<file path="config.mk">
export PLATFORM = sky130hd
export DESIGN_NAME = cbd_decode
export DESIGN_NICKNAME = d
export VERILOG_FILES = /design/src/hdl/cbd_pkg.sv /design/src/hdl/cbd_decode.sv
export SDC_FILE = /design/constraint.sdc
export NUM_CORES = 1
export LEC_CHECK = 0
export BUFFER_PORTS_ARGS = -buffer_cell sky130_fd_sc_hd__buf_4
export CORE_ASPECT_RATIO = 0.8
export CORE_UTILIZATION = 33
export DETAILED_ROUTE_END_ITERATION = 12
export PLACE_DENSITY = 0.85
export SYNTH_ARGS = -nofsm -noshare
export SYNTH_HDL_FRONTEND = slang
export SYNTH_SLANG_ARGS = --single-unit
</file>
<file path="constraint.sdc">
create_clock -name vclk -period 2.9
set_input_delay 0.87 -clock vclk [all_inputs]
set_output_delay 0.87 -clock vclk [all_outputs]
set_load 0.005 [all_outputs]
</file>
<file path="src/hdl/cbd_pkg.sv">
// Package for the console CPU bus decoder: item types, target codes and
// the fixed addresses of the memory map. No dependencies.
package cbd_pkg;

    localparam int ADDR_W  = 16;
    localparam int BYTE_W  = 8;
    localparam int MIRR_W  = 11;
    localparam int S_DATA_W = 48;
    localparam int M_DATA_W = 32;
    localparam int M_USER_W = 4;

    localparam logic [ADDR_W-1:0] ADDR_AUDIO_LO = 16'h4000;
    localparam logic [ADDR_W-1:0] ADDR_AUDIO_HI = 16'h4013;
    localparam logic [ADDR_W-1:0] ADDR_DMA      = 16'h4014;
    localparam logic [ADDR_W-1:0] ADDR_STATUS   = 16'h4015;
    localparam logic [ADDR_W-1:0] ADDR_PAD1     = 16'h4016;
    localparam logic [ADDR_W-1:0] ADDR_PAD2     = 16'h4017;
    localparam logic [ADDR_W-1:0] ADDR_PIC_LO   = 16'h2000;
    localparam logic [ADDR_W-1:0] RAM_MIRR_MASK = 16'h07FF;
    localparam logic [ADDR_W-1:0] PIC_REG_MASK  = 16'h0007;

    typedef enum logic [2:0] {
        TGT_RAM   = 3'd0,
        TGT_PAD   = 3'd1,
        TGT_AUDIO = 3'd2,
        TGT_CART  = 3'd3,
        TGT_PIC   = 3'd4,
        TGT_DMA   = 3'd5
    } tgt_t;

    typedef logic [1:0][BYTE_W-1:0] pad_arr_t;

    typedef struct packed {
        logic              mode;
        logic [ADDR_W-1:0] bus_address;
        logic [BYTE_W-1:0] write_byte;
        logic [15:0]       pad_buttons;
        logic [BYTE_W-1:0] external_read_byte;
    } in_item_t;

    typedef struct packed {
        tgt_t              target;
        logic [ADDR_W-1:0] target_address;
        logic              target_write;
        logic [BYTE_W-1:0] target_data;
        logic [BYTE_W-1:0] read_byte;
    } out_item_t;

    typedef struct packed {
        logic [1:0] we;
        pad_arr_t   value;
    } pad_upd_t;

endpackage

</file>
<file path="src/hdl/cbd_decode.sv">
// Address decode of one bus access: picks the target, forms the result item
// and the controller register update. Depends on cbd_pkg.
module cbd_decode (
    input  cbd_pkg::in_item_t           item,
    input  logic [cbd_pkg::BYTE_W-1:0]  ram_rdata,
    input  cbd_pkg::pad_arr_t           pad_shift,
    output cbd_pkg::out_item_t          result,
    output cbd_pkg::pad_upd_t           pad_upd
);
    import cbd_pkg::*;

    logic              wr;
    logic [ADDR_W-1:0] addr;
    logic              audio_range;
    logic              pad_sel;
    logic [BYTE_W-1:0] rdata;

    assign wr      = item.mode;
    assign addr    = item.bus_address;
    assign pad_sel = addr[0];
    assign audio_range = (addr >= ADDR_AUDIO_LO && addr <= ADDR_AUDIO_HI)
                      || addr == ADDR_STATUS || addr == ADDR_PAD2;

    always_comb begin
        result.target         = TGT_RAM;
        result.target_address = addr;
        rdata                 = item.external_read_byte;
        pad_upd.we            = 2'b00;
        pad_upd.value         = pad_shift;
        priority if (!wr && (addr == ADDR_PAD1 || addr == ADDR_PAD2)) begin
            // Serial read: hand out bit 0, shift the rest down.
            result.target            = TGT_PAD;
            rdata                    = {{(BYTE_W-1){1'b0}}, pad_shift[pad_sel][0]};
            pad_upd.we[pad_sel]      = 1'b1;
            pad_upd.value[pad_sel]   = pad_shift[pad_sel] >> 1;
        end else if (wr && addr == ADDR_DMA) begin
            result.target = TGT_DMA;
        end else if (wr && addr == ADDR_PAD1) begin
            result.target = TGT_PAD;
            pad_upd.we    = 2'b11;
            pad_upd.value = item.pad_buttons;
        end else if (audio_range) begin
            result.target = TGT_AUDIO;
        end else if (addr >= ADDR_AUDIO_LO) begin
            result.target = TGT_CART;
        end else if (addr >= ADDR_PIC_LO) begin
            result.target         = TGT_PIC;
            result.target_address = addr & PIC_REG_MASK;
        end else begin
            result.target         = TGT_RAM;
            result.target_address = addr & RAM_MIRR_MASK;
            rdata                 = ram_rdata;
        end
        result.target_write = wr;
        result.target_data  = wr ? item.write_byte : '0;
        result.read_byte    = wr ? '0 : rdata;
    end

endmodule

</file>
# After elaboration in Yosys (flattened, before gate mapping)
# Cells that the tools add are included.
# W data, S select, Z words.
# word_totals
romBits	0
memories	0
latchBits	0
wordCells	47
ramBits	0
output_inout_bits	54
in_bits	73
register_bits	0
# classes
shifts	0
div	0
n_mux	29
n_reduce_logical	9
add_sub_neg	0
n_mul	0
magnitude_cmp	5
n_bitwise	0
eq_ne	4
# op_table
op	count
$mux W8	11
$mux W16	5
$eq A16 B15 Y1 const B	4
$mux W18	3
$mux W19	1
$bwmux W16	1
$ge A16 B14 Y1 const B	1
$ge A16 B15 Y1 const B	1
$le A16 B15 Y1 const B	1
$mux W3	5
$demux W8 S1	1
$logic_and A1 B1 Y1	5
$logic_or A1 B1 Y1	3
$lt A1 B2 Y1 const B	1
$demux W1 S1	1
$ge A1 B1 Y1 const B	1
$logic_not A1 Y1	1
$mux W1	1

# Logic depth before layout (Yosys ltp)
# depth
ltp_word	9
ltp_mapped	6
ltp_nobuf	4

# Worst setup path after synthesis
# Ideal clock, no wire load.
# synth_path
path_type	input port to output port
from	input item[40] (netlist bit)
to	output pad_upd[1] (netlist bit)
t_arrival_ps	1982
path_slack_ps	48
n_path_buf	0
path_stages	4
required_ps	2030
path_cell_list	nor4_4 nand4_2 nor2_4 mux2_2
# synth_lines
item	line	rtl
from (decl)	cbd_decode.sv:4	input cbd_pkg::in_item_t item,
to (decl)	cbd_decode.sv:8	output cbd_pkg::pad_upd_t pad_upd

==> flow_summary_export.csv <==
group,metric,value,unit
timing,max_freq,324,MHz
grt,grt_pass1_wl,7.27,mm
synth,syn-cell-area,942,um^2
final_layout,utilization,93.0,%
worst_hold_path,worstHoldStart,"item[34]",
setup_path,required,2.03,ns
setup_path,path_max_fanout,8,
run_status,outcome,"finished, violations left",
timing,slew_viol_final,0,
clock_tree,hold_buffers,0,
setup_path,critPathBufInv,5,
placed_design,gp_congestion,0.820,
floorplan,fp.coreArea,2580,um^2
final_layout,finalNetCount,352,
synth,synth_top_cell_area_share,15.5,%
setup_path,arrival,2.22,ns
grt,grt.overflow.total,0,
setup_path,start_kind,"primary input",
timing,slew_headroom,65.9,%
routing,drt_pass1_iterations,4,
synth,synth_largest_area_cell,"mux2_2",
routing,postRouteAntennaNets,0,
final_layout,diodes,0,
synth,synth_warnings,0,
timing,setup_ws,-0.190,ns
floorplan,start_util,36.5,%
pwr,ir_drop,0.0872,mV
placed_design,numPlacedInstances,303,
setup_path,slowest_stage,"nor4b_4",
final_layout,syn2layout_area_growth,155,%
timing,finalSetupViolations,23,
synth,ys_seq_area_share,0,%
synth,synth_cells,137,
grt,grt_pass1_vias,1633,
pwr,power.static_leakage,1.17,nW
routing,first_iter_violations,205,
setup_path,crit_family,"simple AND/OR/NAND/NOR gates",
final_layout,drive_gt1_share,74.7,%
final_layout,regArea,0,um^2
floorplan,io_pins,127,
timing,hold_viol_final,0,
setup_path,cp-startpoint,"item[37]",
final_layout,finalNonFillerCells,313,
synth,syn_area_per_cell,6.88,um^2
timing,rsz0062_at_grt,"yes",
timing,fin_tns_setup,-2.97,ns
floorplan,die_h,49.8,um
floorplan,dieArea,3070,um^2
routing,route.detailed.drc,0,
run_status,violations,"negative setup slack",
routing,avgRoutedWirePerCell,19.4,um
floorplan,rows,16,
synth,netlist_top_cells_area,"mux2_2, and2_1, mux2i_1",
timing,min_period_over_period,107,%
setup_path,crit_chain,"buf_6 -> nor4b_4 -> buf_4 -> and4_4 -> buf_8 -> buf_6 -> a31oi_4 -> nand3_2 -> buf_6",
floorplan,die_w,61.7,um
routing,viasPerCell,5.65,
final_layout,seq_cell_count,0,
synth,syn-num-nets,210,
setup_path,crit_path_max_incr_delay,0.33,ns
grt,grt_max_degree,24,
grt,antenna_found_initial,0,
placed_design,pre_cts_ws,-0.281,ns
placed_design,portBuffers,127,
final_layout,nFillCells,92,
placed_design,hpwl,3.28,mm
routing,vias,1770,
timing,min_period,3.09,ns
routing,finalWirelength,6.07,mm
setup_path,path_class,"primary input to output port",
setup_path,cpMostUsedCell,"buf_6",
timing,tightestPinTransition,0.510,ns
grt,grt_use_total,30.6,%
job,maxCapViolCount,0,
setup_path,endpoint_kind,"output port",
synth,synth_cell_types,33,
timing,holdWs,1.95,ns
pwr,p_per_area,131,nW/um^2
worst_hold_path,hold_path.class,"primary input to output port",
final_layout,n_clock_buffer,0,
power by group:
group	switching, mW	internal (mW)
clock	0	0
combinational	0.128	0.187
sequential	0	0
total	0.128	0.187
cells in the mapped netlist, types with 5 or more instances:
cell type	n
clkbuf_1	6
a31oi_1	7
mux2_2	13
buf_4	5
nand3_1	14
nor2_1	13
and2_1	17
mux2i_1	8
o21a_1	7
nor2b_1	7
nand2_1	11
o21ai_0	5
logic make-up (layout without fill, tap and decap cells):
logic type / Yosys count / count (layout) / share of synthesized area, %
simple gates: 74 / 74 / 47.0
buf+inv: 15 / 155 / 9.03
compound gates: 26 / 26 / 18.7
mux: 22 / 22 / 25.2
placed cells by master (no fill, tap or decap), types with 2 or more instances in the layout:
master and count:
nand3_2 11, o21a_1 7, nand2_1 3, and2_1 17, a211oi_2 2, mux2i_1 8, o21ai_1 2, a31oi_1 5
a31oi_4 2, nand3_1 3, buf_6 28, mux2_4 7, nor2_4 4, nor2b_1 7, buf_4 124, o21ai_0 2
nor2_1 9, nand2_2 7, mux2_2 7, nand4_1 2
final timing paths:
kind,slack (ns),depth (start not counted),to
max,-0.19,9,pad_upd[11]
min,1.95,2,result[19]
metal layers:
layer  vias to the layer above  GRT usage (%)  routed length [um]
met5                         -              0                   0
met4                         0           3.70                 244
met3                        22           3.94                 493
met2                       132           57.7                3160
met1                       837           36.6                2180
li1                        779              -                   -
area by class of cell:
class | count | area (um^2) | area share (%)
tap | 36 | 45.0 | 1.88
multi-input combinational | 122 | 1070 | 44.6
inverter | 1 | 3.75 | 0.156
timing repair buffer | 154 | 1280 | 53.3
through the flow:
step	total power, mW	instance area (um^2)
after detailed placement	0.254	1990
after global routing	0.331	2400
after CTS	0.280	2220
after global placement	0.250	1990
final	0.315	2400
after floorplan	0.0877	942
repair_timing:
action / CTS / global route
hold endpoints to repair: 0 / 0
pin swaps: 30 / 9
resized for setup: 48 / 34
gates cloned: 1 / 0
buffers inserted: 5 / 4
endpoints found under the setup margin: 27 / 29
Power figures use the tool's default switching activity.
